### src/hw/rtl/breakpoint_curve_interpolator_core_assert.svh
// Assertion macros for the breakpoint curve interpolator.
// Both expect signals named clk and rst_n in the enclosing module.
`ifndef BREAKPOINT_CURVE_INTERPOLATOR_CORE_ASSERT_SVH
`define BREAKPOINT_CURVE_INTERPOLATOR_CORE_ASSERT_SVH

// The consequent must hold in the same cycle as the antecedent.
`define BCI_ASSERT_NOW(label, pre, post) \
  label: assert property (@(posedge clk) disable iff (!rst_n) (pre) |-> (post)) \
    else $error("breakpoint interpolator check failed");

// The consequent must hold in the cycle after the antecedent.
`define BCI_ASSERT_NEXT(label, pre, post) \
  label: assert property (@(posedge clk) disable iff (!rst_n) (pre) |=> (post)) \
    else $error("breakpoint interpolator check failed");

`endif

### src/hw/rtl/bci_pkg.sv
package bci_pkg;

  localparam int MAX_POINTS = 16;
  localparam int FRAC_BITS  = 16;
  localparam int DATA_W     = 32;
  localparam int IDX_W      = $clog2(MAX_POINTS);
  localparam int CNT_W      = $clog2(MAX_POINTS + 1);
  localparam int COUNT_W    = 5;
  localparam int NW         = (CNT_W > COUNT_W) ? CNT_W : COUNT_W;
  localparam int ENTRY_W    = 4;

  localparam int CFG_IDX_W  = 1;
  localparam int CFG_DATA_W = 5;

  localparam int IN_FIELDS_W = DATA_W + ENTRY_W + DATA_W + DATA_W;
  localparam int IN_TDATA_W  = ((IN_FIELDS_W + 7) / 8) * 8;
  localparam int OUT_TDATA_W = DATA_W;

  // Divider: quotient holds the fraction plus the integer bit.
  localparam int QUO_W      = FRAC_BITS + 1;
  localparam int DIVIDEND_W = DATA_W + 1;
  localparam int STEP_W     = $clog2(DIVIDEND_W + 1);
  localparam int WIDE_W     = DATA_W + 1;
  localparam int PROD_W     = QUO_W + 1 + WIDE_W;

  typedef logic [CFG_IDX_W-1:0] cfg_idx_t;
  localparam cfg_idx_t REG_PERIODIC = cfg_idx_t'(0);
  localparam cfg_idx_t REG_COUNT    = cfg_idx_t'(1);

  localparam logic OP_EVAL  = 1'b0;
  localparam logic OP_WRITE = 1'b1;

  typedef struct packed {
    logic wr;
    logic rot;
  } cell_ctl_t;

  typedef struct packed {
    logic                  start;
    logic [DATA_W-1:0]     rem;
    logic [DIVIDEND_W-1:0] bits;
    logic [STEP_W-1:0]     steps;
    logic [DATA_W-1:0]     divisor;
  } div_cmd_t;

  typedef struct packed {
    logic              busy;
    logic              done;
    logic [DATA_W-1:0] rem;
    logic [QUO_W-1:0]  quo;
  } div_stat_t;

endpackage

### src/hw/rtl/bci_cell.sv
module bci_cell (
  input  logic                      clk,
  input  bci_pkg::cell_ctl_t        ctl,
  input  logic [bci_pkg::DATA_W-1:0] wr_tm,
  input  logic [bci_pkg::DATA_W-1:0] wr_vel,
  input  logic [bci_pkg::DATA_W-1:0] nb_tm,
  input  logic [bci_pkg::DATA_W-1:0] nb_vel,
  output logic [bci_pkg::DATA_W-1:0] tm_q,
  output logic [bci_pkg::DATA_W-1:0] vel_q
);
  import bci_pkg::*;

  logic [DATA_W-1:0] tm_r, tm_nxt;
  logic [DATA_W-1:0] vel_r, vel_nxt;

  // A write loads the slot; a rotation takes the neighbour's breakpoint.
  always_comb begin
    tm_nxt  = tm_r;
    vel_nxt = vel_r;
    if (ctl.wr) begin
      tm_nxt  = wr_tm;
      vel_nxt = wr_vel;
    end else if (ctl.rot) begin
      tm_nxt  = nb_tm;
      vel_nxt = nb_vel;
    end
  end

  always_ff @(posedge clk) begin
    tm_r  <= tm_nxt;
    vel_r <= vel_nxt;
  end

  assign tm_q  = tm_r;
  assign vel_q = vel_r;

endmodule

### src/hw/rtl/bci_div.sv
module bci_div (
  input  logic               clk,
  input  logic               rst_n,
  input  bci_pkg::div_cmd_t  cmd,
  output bci_pkg::div_stat_t stat
);
  import bci_pkg::*;

  logic [STEP_W-1:0]     cnt_r, cnt_nxt;
  logic                  done_r, done_nxt;
  logic [DATA_W-1:0]     rem_r, rem_nxt;
  logic [DIVIDEND_W-1:0] bits_r, bits_nxt;
  logic [QUO_W-1:0]      quo_r, quo_nxt;
  logic [DATA_W-1:0]     div_r, div_nxt;
  logic [DATA_W:0]       trial;
  logic [DATA_W:0]       diff;
  logic                  ge;

  // Restoring division, one dividend bit per cycle.
  always_comb begin
    trial    = {rem_r, bits_r[DIVIDEND_W-1]};
    diff     = trial - {1'b0, div_r};
    ge       = (trial >= {1'b0, div_r});
    cnt_nxt  = cnt_r;
    done_nxt = 1'b0;
    rem_nxt  = rem_r;
    bits_nxt = bits_r;
    quo_nxt  = quo_r;
    div_nxt  = div_r;
    if (cmd.start) begin
      cnt_nxt  = cmd.steps;
      rem_nxt  = cmd.rem;
      bits_nxt = cmd.bits;
      quo_nxt  = '0;
      div_nxt  = cmd.divisor;
    end else if (cnt_r != '0) begin
      rem_nxt  = ge ? diff[DATA_W-1:0] : trial[DATA_W-1:0];
      bits_nxt = {bits_r[DIVIDEND_W-2:0], 1'b0};
      quo_nxt  = {quo_r[QUO_W-2:0], ge};
      cnt_nxt  = cnt_r - STEP_W'(1);
      done_nxt = (cnt_r == STEP_W'(1));
    end
  end

  always_ff @(posedge clk) begin
    if (!rst_n) begin
      cnt_r  <= '0;
      done_r <= 1'b0;
    end else begin
      cnt_r  <= cnt_nxt;
      done_r <= done_nxt;
    end
  end

  always_ff @(posedge clk) begin
    rem_r  <= rem_nxt;
    bits_r <= bits_nxt;
    quo_r  <= quo_nxt;
    div_r  <= div_nxt;
  end

  assign stat.busy = (cnt_r != '0);
  assign stat.done = done_r;
  assign stat.rem  = rem_r;
  assign stat.quo  = quo_r;

endmodule

### src/hw/rtl/breakpoint_curve_interpolator_core.sv
// Piecewise linear velocity curve over up to MAX_POINTS breakpoints (Q16.16).
// Input words carry either a breakpoint write (in_tuser high) or an evaluate
// request (in_tuser low); only an evaluate produces an output word, which
// carries the interpolated velocity and, in out_tuser, the degenerate flag.
// The configuration port sets periodic or clamp mode and the point count; the
// user must write it only while the block is idle, which the block does not enforce.
// The breakpoints sit in a ring of cells that rotates by one slot per cycle
// during the two passes of an evaluate. A write loads its cell directly. An
// evaluate ends after the first pass for a degenerate table or a clamped
// time; an interpolation in clamp mode adds the second pass and a fraction
// division, and periodic mode first runs the wrap through the bit-serial
// divider, one bit per cycle. One word is in work at a time.
// Reset is synchronous and active low; it selects clamp mode with one point
// and empties the output register, while the breakpoint table keeps whatever
// it held. A stalled receiver holds the finished word in the output register;
// the next word is accepted meanwhile and waits only at its own result.
`include "breakpoint_curve_interpolator_core_assert.svh"

module breakpoint_curve_interpolator_core (
  input  logic                              clk,
  input  logic                              rst_n,
  // in_tdata, lowest bit first: query_time[31:0], entry_index[35:32],
  // entry_time[67:36], entry_velocity[99:68], zero padding.
  input  logic                              in_tvalid,
  output logic                              in_tready,
  input  logic [bci_pkg::IN_TDATA_W-1:0]    in_tdata,
  // in_tuser: op (0 evaluate, 1 write one breakpoint).
  input  logic                              in_tuser,
  // out_tdata: velocity[31:0].
  output logic                              out_tvalid,
  input  logic                              out_tready,
  output logic [bci_pkg::OUT_TDATA_W-1:0]   out_tdata,
  // out_tuser: degenerate.
  output logic                              out_tuser,
  input  logic                              cfg_we,
  input  logic [bci_pkg::CFG_IDX_W-1:0]     cfg_index,
  input  logic [bci_pkg::CFG_DATA_W-1:0]    cfg_wdata
);
  import bci_pkg::*;

  typedef enum logic [9:0] {
    ST_IDLE      = 10'b0000000001,
    ST_PASS_A    = 10'b0000000010,
    ST_PREP      = 10'b0000000100,
    ST_MOD       = 10'b0000001000,
    ST_PASS_B    = 10'b0000010000,
    ST_FRAC_PREP = 10'b0000100000,
    ST_FRAC_WAIT = 10'b0001000000,
    ST_MUL       = 10'b0010000000,
    ST_SUM       = 10'b0100000000,
    ST_DONE      = 10'b1000000000
  } state_t;

  // Input fields.
  logic [DATA_W-1:0]  in_query;
  logic [ENTRY_W-1:0] in_index;
  logic [DATA_W-1:0]  in_etime;
  logic [DATA_W-1:0]  in_evel;

  assign in_query = in_tdata[DATA_W-1:0];
  assign in_index = in_tdata[DATA_W+ENTRY_W-1:DATA_W];
  assign in_etime = in_tdata[2*DATA_W+ENTRY_W-1:DATA_W+ENTRY_W];
  assign in_evel  = in_tdata[3*DATA_W+ENTRY_W-1:2*DATA_W+ENTRY_W];

  // Control registers.
  state_t             state_r, state_nxt;
  logic [IDX_W-1:0]   k_r, k_nxt;
  logic               periodic_r, periodic_nxt;
  logic [COUNT_W-1:0] count_r, count_nxt;
  logic               out_valid_r, out_valid_nxt;

  // Working registers.
  logic [DATA_W-1:0]  q_r, q_nxt;
  logic [DATA_W-1:0]  t0_r, t0_nxt, v0_r, v0_nxt;
  logic [DATA_W-1:0]  tl_r, tl_nxt, vl_r, vl_nxt;
  logic [WIDE_W-1:0]  span_r, span_nxt;
  logic               neg_r, neg_nxt;
  logic [DATA_W-1:0]  x_r, x_nxt;
  logic [DATA_W-1:0]  ti_r, ti_nxt, vi_r, vi_nxt;
  logic [DATA_W-1:0]  ti1_r, ti1_nxt, vi1_r, vi1_nxt;
  logic [QUO_W-1:0]   a_r, a_nxt;
  logic signed [PROD_W-1:0] prod_r, prod_nxt;
  logic [DATA_W-1:0]  res_r, res_nxt;
  logic               degen_r, degen_nxt;
  logic [DATA_W-1:0]  out_data_r, out_data_nxt;
  logic               out_user_r, out_user_nxt;

  // Ring of breakpoint cells.
  cell_ctl_t          cell_ctl [MAX_POINTS];
  logic [DATA_W-1:0]  cell_tm  [MAX_POINTS];
  logic [DATA_W-1:0]  cell_vel [MAX_POINTS];

  div_cmd_t           div_cmd;
  div_stat_t          div_stat;

  // Combinational helpers.
  logic               in_acc;
  logic [NW-1:0]      count_ext;
  logic [NW-1:0]      n_eff;
  logic [IDX_W-1:0]   last_idx;
  logic signed [WIDE_W-1:0] span_w, d_w, dx_w, dt_w, dv_w;
  logic [WIDE_W-1:0]  mag_w;
  logic [DATA_W-1:0]  wrap_val;
  logic signed [PROD_W-1:0] shifted;
  logic               rotating;

  assign in_acc    = in_tvalid && in_tready;
  assign in_tready = (state_r == ST_IDLE);
  assign rotating  = (state_r == ST_PASS_A) || (state_r == ST_PASS_B);

  // Point count in use: zero acts as one, large values saturate.
  always_comb begin
    count_ext = NW'(count_r);
    if (count_ext == '0) begin
      n_eff = NW'(1);
    end else if (count_ext > NW'(MAX_POINTS)) begin
      n_eff = NW'(MAX_POINTS);
    end else begin
      n_eff = count_ext;
    end
    last_idx = IDX_W'(n_eff - NW'(1));
  end

  for (genvar c = 0; c < MAX_POINTS; c++) begin : g_cell
    assign cell_ctl[c].wr  = in_acc && (in_tuser == OP_WRITE) &&
                             ((ENTRY_W + IDX_W + 1)'(in_index) ==
                              (ENTRY_W + IDX_W + 1)'(c));
    assign cell_ctl[c].rot = rotating;

    bci_cell u_cell (
      .clk    (clk),
      .ctl    (cell_ctl[c]),
      .wr_tm  (in_etime),
      .wr_vel (in_evel),
      .nb_tm  (cell_tm[(c + 1) % MAX_POINTS]),
      .nb_vel (cell_vel[(c + 1) % MAX_POINTS]),
      .tm_q   (cell_tm[c]),
      .vel_q  (cell_vel[c])
    );
  end

  bci_div u_div (
    .clk   (clk),
    .rst_n (rst_n),
    .cmd   (div_cmd),
    .stat  (div_stat)
  );

  // Sequencer. Cell 0 is the head of the ring: during a pass it shows
  // breakpoint k, and cell 1 shows breakpoint k+1.
  always_comb begin
    state_nxt     = state_r;
    k_nxt         = k_r;
    periodic_nxt  = periodic_r;
    count_nxt     = count_r;
    out_valid_nxt = out_valid_r;
    q_nxt         = q_r;
    t0_nxt        = t0_r;
    v0_nxt        = v0_r;
    tl_nxt        = tl_r;
    vl_nxt        = vl_r;
    span_nxt      = span_r;
    neg_nxt       = neg_r;
    x_nxt         = x_r;
    ti_nxt        = ti_r;
    vi_nxt        = vi_r;
    ti1_nxt       = ti1_r;
    vi1_nxt       = vi1_r;
    a_nxt         = a_r;
    prod_nxt      = prod_r;
    res_nxt       = res_r;
    degen_nxt     = degen_r;
    out_data_nxt  = out_data_r;
    out_user_nxt  = out_user_r;

    div_cmd         = '0;
    div_cmd.divisor = span_r[DATA_W-1:0];

    span_w  = $signed({tl_r[DATA_W-1], tl_r}) - $signed({t0_r[DATA_W-1], t0_r});
    d_w     = $signed({q_r[DATA_W-1], q_r}) - $signed({t0_r[DATA_W-1], t0_r});
    mag_w   = d_w[WIDE_W-1] ? WIDE_W'(-d_w) : WIDE_W'(d_w);
    dx_w    = $signed({x_r[DATA_W-1], x_r}) - $signed({ti_r[DATA_W-1], ti_r});
    dt_w    = $signed({ti1_r[DATA_W-1], ti1_r}) - $signed({ti_r[DATA_W-1], ti_r});
    dv_w    = $signed({vi1_r[DATA_W-1], vi1_r}) - $signed({vi_r[DATA_W-1], vi_r});
    shifted = prod_r >>> FRAC_BITS;
    wrap_val = (neg_r && (div_stat.rem != '0)) ?
               (span_r[DATA_W-1:0] - div_stat.rem) : div_stat.rem;

    if (out_tready) begin
      out_valid_nxt = 1'b0;
    end

    if (cfg_we) begin
      unique case (cfg_index)
        REG_PERIODIC: periodic_nxt = cfg_wdata[0];
        REG_COUNT:    count_nxt    = COUNT_W'(cfg_wdata);
        default: ;
      endcase
    end

    unique case (state_r)
      ST_IDLE: begin
        if (in_acc && (in_tuser == OP_EVAL)) begin
          q_nxt     = in_query;
          k_nxt     = '0;
          state_nxt = ST_PASS_A;
        end
      end

      ST_PASS_A: begin
        if (k_r == '0) begin
          t0_nxt = cell_tm[0];
          v0_nxt = cell_vel[0];
        end
        if (k_r == last_idx) begin
          tl_nxt = cell_tm[0];
          vl_nxt = cell_vel[0];
        end
        k_nxt = k_r + IDX_W'(1);
        if (k_r == IDX_W'(MAX_POINTS - 1)) begin
          k_nxt     = '0;
          state_nxt = ST_PREP;
        end
      end

      ST_PREP: begin
        span_nxt  = span_w;
        degen_nxt = 1'b0;
        if ((n_eff == NW'(1)) || span_w[WIDE_W-1] || (span_w == '0)) begin
          // Single point, or an empty or negative span.
          res_nxt   = v0_r;
          degen_nxt = 1'b1;
          state_nxt = ST_DONE;
        end else if (periodic_r) begin
          neg_nxt         = d_w[WIDE_W-1];
          div_cmd.start   = 1'b1;
          div_cmd.rem     = '0;
          div_cmd.bits    = DIVIDEND_W'(mag_w);
          div_cmd.steps   = STEP_W'(DIVIDEND_W);
          div_cmd.divisor = span_w[DATA_W-1:0];
          state_nxt       = ST_MOD;
        end else if ($signed(q_r) < $signed(t0_r)) begin
          res_nxt   = v0_r;
          state_nxt = ST_DONE;
        end else if ($signed(q_r) > $signed(tl_r)) begin
          res_nxt   = vl_r;
          state_nxt = ST_DONE;
        end else begin
          x_nxt     = q_r;
          state_nxt = ST_PASS_B;
        end
      end

      ST_MOD: begin
        if (div_stat.done) begin
          // Floored remainder, moved back to start at the first breakpoint.
          x_nxt     = t0_r + wrap_val;
          state_nxt = ST_PASS_B;
        end
      end

      ST_PASS_B: begin
        // Keep the last segment whose left end is at or below x.
        if ((k_r == '0) ||
            (((NW'(k_r) + NW'(1)) < n_eff) && ($signed(cell_tm[0]) <= $signed(x_r)))) begin
          ti_nxt  = cell_tm[0];
          vi_nxt  = cell_vel[0];
          ti1_nxt = cell_tm[1 % MAX_POINTS];
          vi1_nxt = cell_vel[1 % MAX_POINTS];
        end
        k_nxt = k_r + IDX_W'(1);
        if (k_r == IDX_W'(MAX_POINTS - 1)) begin
          k_nxt     = '0;
          state_nxt = ST_FRAC_PREP;
        end
      end

      ST_FRAC_PREP: begin
        if (dt_w[WIDE_W-1] || (dt_w == '0) || dx_w[WIDE_W-1]) begin
          res_nxt   = vi_r;
          state_nxt = ST_DONE;
        end else if (dx_w == dt_w) begin
          a_nxt     = QUO_W'(1) << FRAC_BITS;
          state_nxt = ST_MUL;
        end else begin
          // x lies inside the segment, so dx < dt and only fraction bits remain.
          div_cmd.start   = 1'b1;
          div_cmd.rem     = dx_w[DATA_W-1:0];
          div_cmd.bits    = '0;
          div_cmd.steps   = STEP_W'(FRAC_BITS);
          div_cmd.divisor = dt_w[DATA_W-1:0];
          state_nxt       = ST_FRAC_WAIT;
        end
      end

      ST_FRAC_WAIT: begin
        if (div_stat.done) begin
          a_nxt     = div_stat.quo;
          state_nxt = ST_MUL;
        end
      end

      ST_MUL: begin
        // Both operands are widened to the product width before multiplying.
        prod_nxt  = $signed({{(PROD_W-QUO_W){1'b0}}, a_r}) *
                    $signed({{(PROD_W-WIDE_W){dv_w[WIDE_W-1]}}, dv_w});
        state_nxt = ST_SUM;
      end

      ST_SUM: begin
        res_nxt   = vi_r + shifted[DATA_W-1:0];
        state_nxt = ST_DONE;
      end

      ST_DONE: begin
        if (!out_valid_r || out_tready) begin
          out_valid_nxt = 1'b1;
          out_data_nxt  = res_r;
          out_user_nxt  = degen_r;
          state_nxt     = ST_IDLE;
        end
      end

      default: begin
        state_nxt = ST_IDLE;
      end
    endcase
  end

  always_ff @(posedge clk) begin
    if (!rst_n) begin
      state_r     <= ST_IDLE;
      k_r         <= '0;
      periodic_r  <= 1'b0;
      count_r     <= COUNT_W'(1);
      out_valid_r <= 1'b0;
    end else begin
      state_r     <= state_nxt;
      k_r         <= k_nxt;
      periodic_r  <= periodic_nxt;
      count_r     <= count_nxt;
      out_valid_r <= out_valid_nxt;
    end
  end

  always_ff @(posedge clk) begin
    q_r        <= q_nxt;
    t0_r       <= t0_nxt;
    v0_r       <= v0_nxt;
    tl_r       <= tl_nxt;
    vl_r       <= vl_nxt;
    span_r     <= span_nxt;
    neg_r      <= neg_nxt;
    x_r        <= x_nxt;
    ti_r       <= ti_nxt;
    vi_r       <= vi_nxt;
    ti1_r      <= ti1_nxt;
    vi1_r      <= vi1_nxt;
    a_r        <= a_nxt;
    prod_r     <= prod_nxt;
    res_r      <= res_nxt;
    degen_r    <= degen_nxt;
    out_data_r <= out_data_nxt;
    out_user_r <= out_user_nxt;
  end

  assign out_tvalid = out_valid_r;
  assign out_tdata  = out_data_r;
  assign out_tuser  = out_user_r;

  // Writes land in the slot they name only if the ring is at rest.
  `BCI_ASSERT_NOW(a_ring_aligned, state_r == ST_IDLE, k_r == '0)
  `BCI_ASSERT_NEXT(a_eval_starts, in_tvalid && in_tready && (in_tuser == OP_EVAL),
                   (state_r == ST_PASS_A) && (k_r == '0))
  `BCI_ASSERT_NOW(a_div_done_awaited, div_stat.done,
                  (state_r == ST_MOD) || (state_r == ST_FRAC_WAIT))
  `BCI_ASSERT_NOW(a_div_idle_when_ready, in_tready, !div_stat.busy)

endmodule
### config.mk
export PLATFORM = sky130hd
export DESIGN_NAME = breakpoint_curve_interpolator_core
export DESIGN_NICKNAME = d
export VERILOG_FILES = /design/src/hw/rtl/bci_pkg.sv /design/src/hw/rtl/bci_cell.sv /design/src/hw/rtl/bci_div.sv /design/src/hw/rtl/breakpoint_curve_interpolator_core.sv
export VERILOG_INCLUDE_DIRS = /design/src /design/src/hw/rtl
export SDC_FILE = /design/constraint.sdc
export NUM_CORES = 2
export LEC_CHECK = 0
export ABC_AREA = 0
export BUFFER_PORTS_ARGS = -buffer_cell sky130_fd_sc_hd__buf_2
export CORE_ASPECT_RATIO = 1.2
export CORE_UTILIZATION = 45
export CTS_CLUSTER_DIAMETER = 40
export DETAILED_ROUTE_END_ITERATION = 8
export HOLD_SLACK_MARGIN = 0.1
export PLACE_DENSITY = 0.59
export SLEW_MARGIN = 20
export SYNTH_ARGS = -nofsm -noshare
export SYNTH_HDL_FRONTEND = slang
export SYNTH_SLANG_ARGS = --single-unit
### constraint.sdc
create_clock -name clk -period 9.3 [get_ports clk]
set_clock_uncertainty 0.1 [all_clocks]
set_input_delay 1.86 -clock clk [delete_from_list [all_inputs] [get_ports clk]]
set_output_delay 1.86 -clock clk [all_outputs]
set_load 0.02 [all_outputs]
**Yosys cells after proc, flatten, opt, wreduce, memory -nomap -nowiden**

Cells that the tools add are included.

- Bits of input ports: 116
- Output and inout bits: 35
- Flip-flop bits (word level): 1650
- Logic and storage cells: 320

- Bitwise operators: 5
- Multiply operators: 1
- Reductions and logical operators: 72
- $add $sub $neg: 14
- Equal/unequal tests: 45
- Magnitude comparators: 6
- Multiplexer cells: 116

Operator list:

| operator | number |
|---|---|
| 2-to-1 mux 32 bit | 78 |
| 2-to-1 mux 104 bit | 4 |
| one-hot mux 104 bit (2 select lines) | 1 |
| subtractor 32 x 32 -> 33 bit | 5 |
| 2-to-1 mux 10 bit | 11 |
| one-hot mux 10 bit (10 select lines) | 1 |
| 2-to-1 mux 33 bit | 3 |
| one-hot mux 32 bit (3 select lines) | 1 |
| logical NOT 33 bit | 2 |
| adder 32 bit | 2 |
| one-hot mux 32 bit (2 select lines) | 1 |
| subtractor 32 bit | 2 |
| 2-to-1 mux 17 bit | 3 |
| multiplier 18 x 33 -> 48 bit | 1 |
| nonzero test 2 bit | 20 |
| equality test 4 bit (second input constant) | 9 |
| one-hot mux 17 bit (2 select lines) | 1 |
| equality test 33 bit | 1 |
| >= comparator 33 x 32 -> 1 bit | 1 |
| negator 33 bit | 1 |
| greater-than comparator 32 bit | 1 |
| <= comparator 32 bit | 1 |
| < comparator 32 bit | 1 |
| nonzero test 32 bit | 1 |
| other kinds (46) | 107 |

**Depth between registers and ports, before layout**

- Depth after elaboration: 9
- Mapped depth: 39
- Mapped depth without buffers: 38

**Modules after synthesis**

A second synthesis with hierarchy kept.

- Cell total of the unflattened synthesis: 8262
- Area total of the unflattened synthesis: 105366.1 um^2

By module, submodules not included:

| module | sequential area each (um^2) | area each (um^2) | cells each | times used |
|---|---|---|---|---|
| breakpoint_curve_interpolator_core | 14473.9 | 52227.6 | 5465 | 1 |
| bci_cell | 1921.8 | 2905.3 | 136 | 16 |
| bci_div | 3393.3 | 6653.9 | 621 | 1 |

**Worst setup path after synthesis**

OpenSTA, ideal clock, no wires.

- Path kind: register to register
- From: register x_r[1]
- To: register ti1_r[0], enable pin
- Cell stages (with the launch flop): 17
- Path slack: -136 ps
- Data arrival time: 8679 ps
- Setup time: 657 ps
- Period minus slack after synthesis: 9436 ps
- Required time: 8543 ps
- Buffers on the path: 0
- Cells stage by stage: edfxtp_1 > inv_1 > ha_1 > nor2b_1 > o21a_1 > o21a_1 > o21a_1 > o21ai_0 > nand2b_1 > a21oi_1 > nor2b_1 > o21ai_0 > o211ai_1 > a21oi_1 > xor2_1 > a221o_1 > a21oi_1

- Cells in the longest elaborated chain, start to end: 4

Ends and longest elaborated chain:

| item | RTL line | RTL |
|---|---|---|
| from (decl) | breakpoint_curve_interpolator_core.sv:78 | `logic [DATA_W-1:0] x_r, x_nxt;` |
| from (signal assigned) | breakpoint_curve_interpolator_core.sv:354 | `x_r <= x_nxt;` |
| <= comparator 32 bit | breakpoint_curve_interpolator_core.sv:265 | `(((NW'(k_r) + NW'(1)) < n_eff) && ($signed(cell_tm[0]) <= $signed(x_r)))) begin` |
| logical AND 1 bit | breakpoint_curve_interpolator_core.sv:265 |  |
| logical OR 1 bit | breakpoint_curve_interpolator_core.sv:264 | `if ((k_r == '0) \|\|` |
| AND reduction 2 bit (no line) | -- |  |
| to (signal assigned) | breakpoint_curve_interpolator_core.sv:357 | `ti1_r <= ti1_nxt;` |
| to (decl) | breakpoint_curve_interpolator_core.sv:80 | `logic [DATA_W-1:0] ti1_r, ti1_nxt, vi1_r, vi1_nxt;` |

No other way between the ends.
A chain may end at the register's enable or synchronous reset.

**Worst setup path after layout**

- From: register vi_r[3]
- To: register prod_r[46], data pin

- Cells in the longest elaborated chain, start to end: 2

Ends and longest elaborated chain:

| item | RTL line | RTL |
|---|---|---|
| from (decl) | breakpoint_curve_interpolator_core.sv:79 | `logic [DATA_W-1:0] ti_r, ti_nxt, vi_r, vi_nxt;` |
| from (signal assigned) | breakpoint_curve_interpolator_core.sv:356 | `vi_r <= vi_nxt;` |
| subtractor 32 x 32 -> 33 bit | breakpoint_curve_interpolator_core.sv:184 | `dv_w = $signed({vi1_r[DATA_W-1], vi1_r}) - $signed({vi_r[DATA_W-1], vi_r});` |
| multiplier 18 x 33 -> 48 bit | breakpoint_curve_interpolator_core.sv:305 | `prod_nxt = $signed({{(PROD_W-QUO_W){1'b0}}, a_r}) *` |
| to (signal assigned) | breakpoint_curve_interpolator_core.sv:360 | `prod_r <= prod_nxt;` |
| to (decl) | breakpoint_curve_interpolator_core.sv:82 | `logic signed [PROD_W-1:0] prod_r, prod_nxt;` |

No other way between the ends.

==> flow_summary.json <==
{
  "synth.top_cells.by_count": "edfxtp_1, mux2_2, inv_1",
  "dr_total_vias": 64400,
  "finalCriticalPeriod_ps": 8970,
  "pwr_total_mw": 20.7,
  "top_level_ports": 151,
  "maxClockFrequency_mhz": 112,
  "combinational_family_with_the_most_area_after_synthesis": "adder cells",
  "syn_avg_cell_area_um2": 12.2,
  "grt.total_usage_pct": 23.6,
  "cp_common_cell": "fa_1",
  "routed_wl_um": 267000,
  "synthCells": 8256,
  "switching_power_mw": 5.68,
  "initial_utilization_pct": 45.3,
  "initialDrtViolationCount": 4685,
  "synth-seq-area-share_pct": 48.1,
  "setup.worst_path.class": "flip-flop to flip-flop",
  "critical_path.endpoint_type": "flip-flop",
  "synthArstFlopShare_pct": 0,
  "viasPerCell": 5.51,
  "fin_nets": 9620,
  "die_w_um": 435,
  "maxCapViolations": 0,
  "grt_overflow_total": 0,
  "synthMuxAreaShare_pct": 11.9,
  "max-vdd-ir-drop_mv": 0.201,
  "path_max_fanout": 4,
  "pwr-share-comb_pct": 15.5,
  "max_slew_margin_pct": 25.6,
  "route.detailed.drc": 0,
  "syn-num-nets": 9366,
  "multi_input_gate_area_in_the_final_layout_um2": 48400,
  "synth_seq_cells": 1634,
  "coreArea_um2": 223000,
  "finalWeightedCongestion": 0.908,
  "synth_compound_gate_area_share_pct": 7.20,
  "clock-root-buffer": "clkbuf_16",
  "post-synth-top-area-fraction_pct": 47.2,
  "global_route_wire_length_before_repair_um": 406000,
  "dpl.hpwl_um": 192000,
  "cts_tree": "done",
  "r2r_end": "prod_r[46]",
  "die_y_um": 521,
  "hold_violations_final": 0,
  "power.leakage_nw": 45.3,
  "min_from": "res_r[2]",
  "synth-main-ff-cell": "edfxtp_1",
  "clk_pin_slew_worst_paths_ps": 60,
  "timing.hold.ws_ps": 299,
  "first_global_vias": 65800,
  "synth_warnings": 0,
  "cts-buffers-inserted": 226,
  "start_kind": "flip-flop",
  "r2r_setup_slack_ps": 330,
  "layout_cell_share_with_drive_strength_beyond_1_pct": 22.2,
  "maxSlewViolCount": 0,
  "worst_ep_required_time_ps": 9800,
  "stdcell_count": 11700,
  "peak_per_stage_delay_on_the_critical_path_ps": 530,
  "critical_path.slowest_cell": "fa_1",
  "buffer_ports.inserted": 146,
  "avgRoutedWirePerCell_um": 22.8,
  "synthAdderAreaFrac_pct": 16.2,
  "share_of_the_synthesized_netlist_area_taken_by_xor_and_xnor_gates_pct": 2.95,
  "worstHoldPathCells": 0,
  "power.internal_mw": 15.0,
  "holdPathEnd": "out_tdata[2]",
  "fp-row-count": 190,
  "area.sequential_um2": 48600,
  "area_growth_syn_to_layout_pct": 13.0,
  "pwr-share-seq_pct": 42.7,
  "cts_num_sinks": 1634,
  "pin_count_of_the_biggest_net_entering_global_routing": 78,
  "worstReg2RegStart": "vi_r[3]",
  "worst-slew-pin-transition_ps": 1120,
  "r2r_cells": 39,
  "antenna_left": 0,
  "syn-cell-area_um2": 101000,
  "post-synth-top-count-cell": "edfxtp_1",
  "swShare_pct": 27.5,
  "nFillCells": 19200,
  "cts-root-to-sink-buffers": 4,
  "netlist_top_cells_area": "edfxtp_1, mux2_2, fa_1, ha_1, inv_1",
  "power.clock.fraction_pct": 41.8,
  "synthDominantAreaCellType": "edfxtp_1",
  "timing.hold.worst.class": "flip-flop to flip-flop",
  "synthSimpleGateAreaFrac_pct": 8.98,
  "status": "finished clean",
  "synth_cell_type_count": 95,
  "grt_antenna_before_repair": 22,
  "place_inst": 11300,
  "clock_insertion_delay_worst_skew_ps": 890,
  "detailedRoute.firstPassIterationCount": 6,
  "p_per_area_nw_per_um2": 181,
  "design.die.area_um2": 227000,
  "synth_enable_flop_cells": 1589,
  "min_period_over_period_pct": 96.4,
  "depth_of_the_cts_h_tree": 4,
  "finalSetupViolCount": 0,
  "critPathArrivalTime_ps": 9460
}
-- worst max-delay path by stage --
stage | startpoint | to | slack, ps | depth (start not counted)
after CTS | vi_r[3] | prod_r[47] | 20 | 40
after global placement | vi_r[5] | prod_r[47] | -290 | 40
after detailed placement | vi_r[5] | prod_r[43] | -310 | 39
final | vi_r[3] | prod_r[46] | 330 | 39
after floorplan | vi_r[0] | prod_r[43] | 390 | 35
after global routing | vi1_r[1] | prod_r[46] | -30 | 39
-- repair_timing --
item | in CTS | in global routing
setup endpoints to repair | 7 | 13
pin swaps | 4 | 14
setup buffers | 1 | 4
hold buffers | 0 | 0
resized for setup | 12 | 40
-- cells by family (layout without fill, tap and decap cells) --
logic type | count (synthesis) | count (layout)
AND/OR/NAND/NOR | 1851 | 1851
flip-flops | 1634 | 1634
buffers and inverters | 1253 | 1693
AO/OA/AOI/OAI | 1119 | 1119
multiplexers | 1069 | 1069
adder cells (fa/ha/maj) | 994 | 994
XOR/XNOR | 336 | 336
other | 0 | 10
-- layout by cell type, fill, tap and decap left out, types with 50 or more instances in the layout --
master	synthesis	layout
nand3_1	104	104
and2_1	301	297
buf_2	24	146
o21ai_0	249	245
xor2_1	123	123
mux2_2	1029	1029
nor2b_1	76	74
clkbuf_16	0	230
fa_1	523	522
nand2_1	677	643
xnor2_1	210	205
ha_1	471	468
o21a_1	71	71
nor3_1	93	89
inv_1	899	899
nand2b_1	61	61
a21oi_1	297	288
a21o_1	115	115
edfxtp_1	1589	1589
nor2_1	302	297
nand4_1	50	50
buf_4	3	223
-- worst max-delay path, delay by kind of cell, from the launching register on --
| family | cells | cell delay [ps] |
|---|---|---|
| adders and majority gates | 8 | 3540 |
| AOI/OAI and AO/OA | 15 | 2650 |
| buffers and inverters | 9 | 970 |
| and+or+nand+nor | 5 | 840 |
| DFF | 1 | 390 |
| xor gates and xnor gates | 2 | 180 |
-- stage by stage --
step / instance area [um^2] / setup TNS (ps) / util [%] / setup slack (ps)
after floorplan: 101000 / 0 / - / 391
after global placement: 106000 / -1490 / 47.6 / -289
after detailed placement: 106000 / -1520 / 47.6 / -311
after CTS: 114000 / 0 / 51.1 / 21.0
after global routing: 114000 / -27.0 / 51.2 / -27.0
final: 114000 / 0 / 51.2 / 334
-- power groups by stage --
stage	sequential [mW]	combinational, mW	clock (mW)
after floorplan	8.86	2.39	0
after global placement	8.97	3.09	0
after detailed placement	8.98	3.16	0
after CTS	8.83	3.18	8.79
after global routing	8.86	3.55	9.07
final	8.83	3.21	8.64
-- per-layer routing --
layer	vias to the layer above	track usage (%)	part of all wire, %
li1	29800	-	-
met5	-	0	0.051
met2	1658	37.8	46
met1	32500	33.6	46
met4	20	6.91	2.8
met3	377	3.01	5.5
-- area by class of cell --
| class | instances | share of cell area, % |
|---|---|---|
| Sequential cell | 1634 | 42.5 |
| Clock inverter | 158 | 1.47 |
| Inverter | 901 | 2.96 |
| Antenna cell | 10 | 0.0219 |
| Tap cell | 2976 | 3.26 |
| Multi-Input combinational cell | 5369 | 42.3 |
| Timing Repair Buffer | 378 | 2.26 |
| Clock buffer | 256 | 5.16 |
No activity file was read; power rests on OpenSTA's default activity.
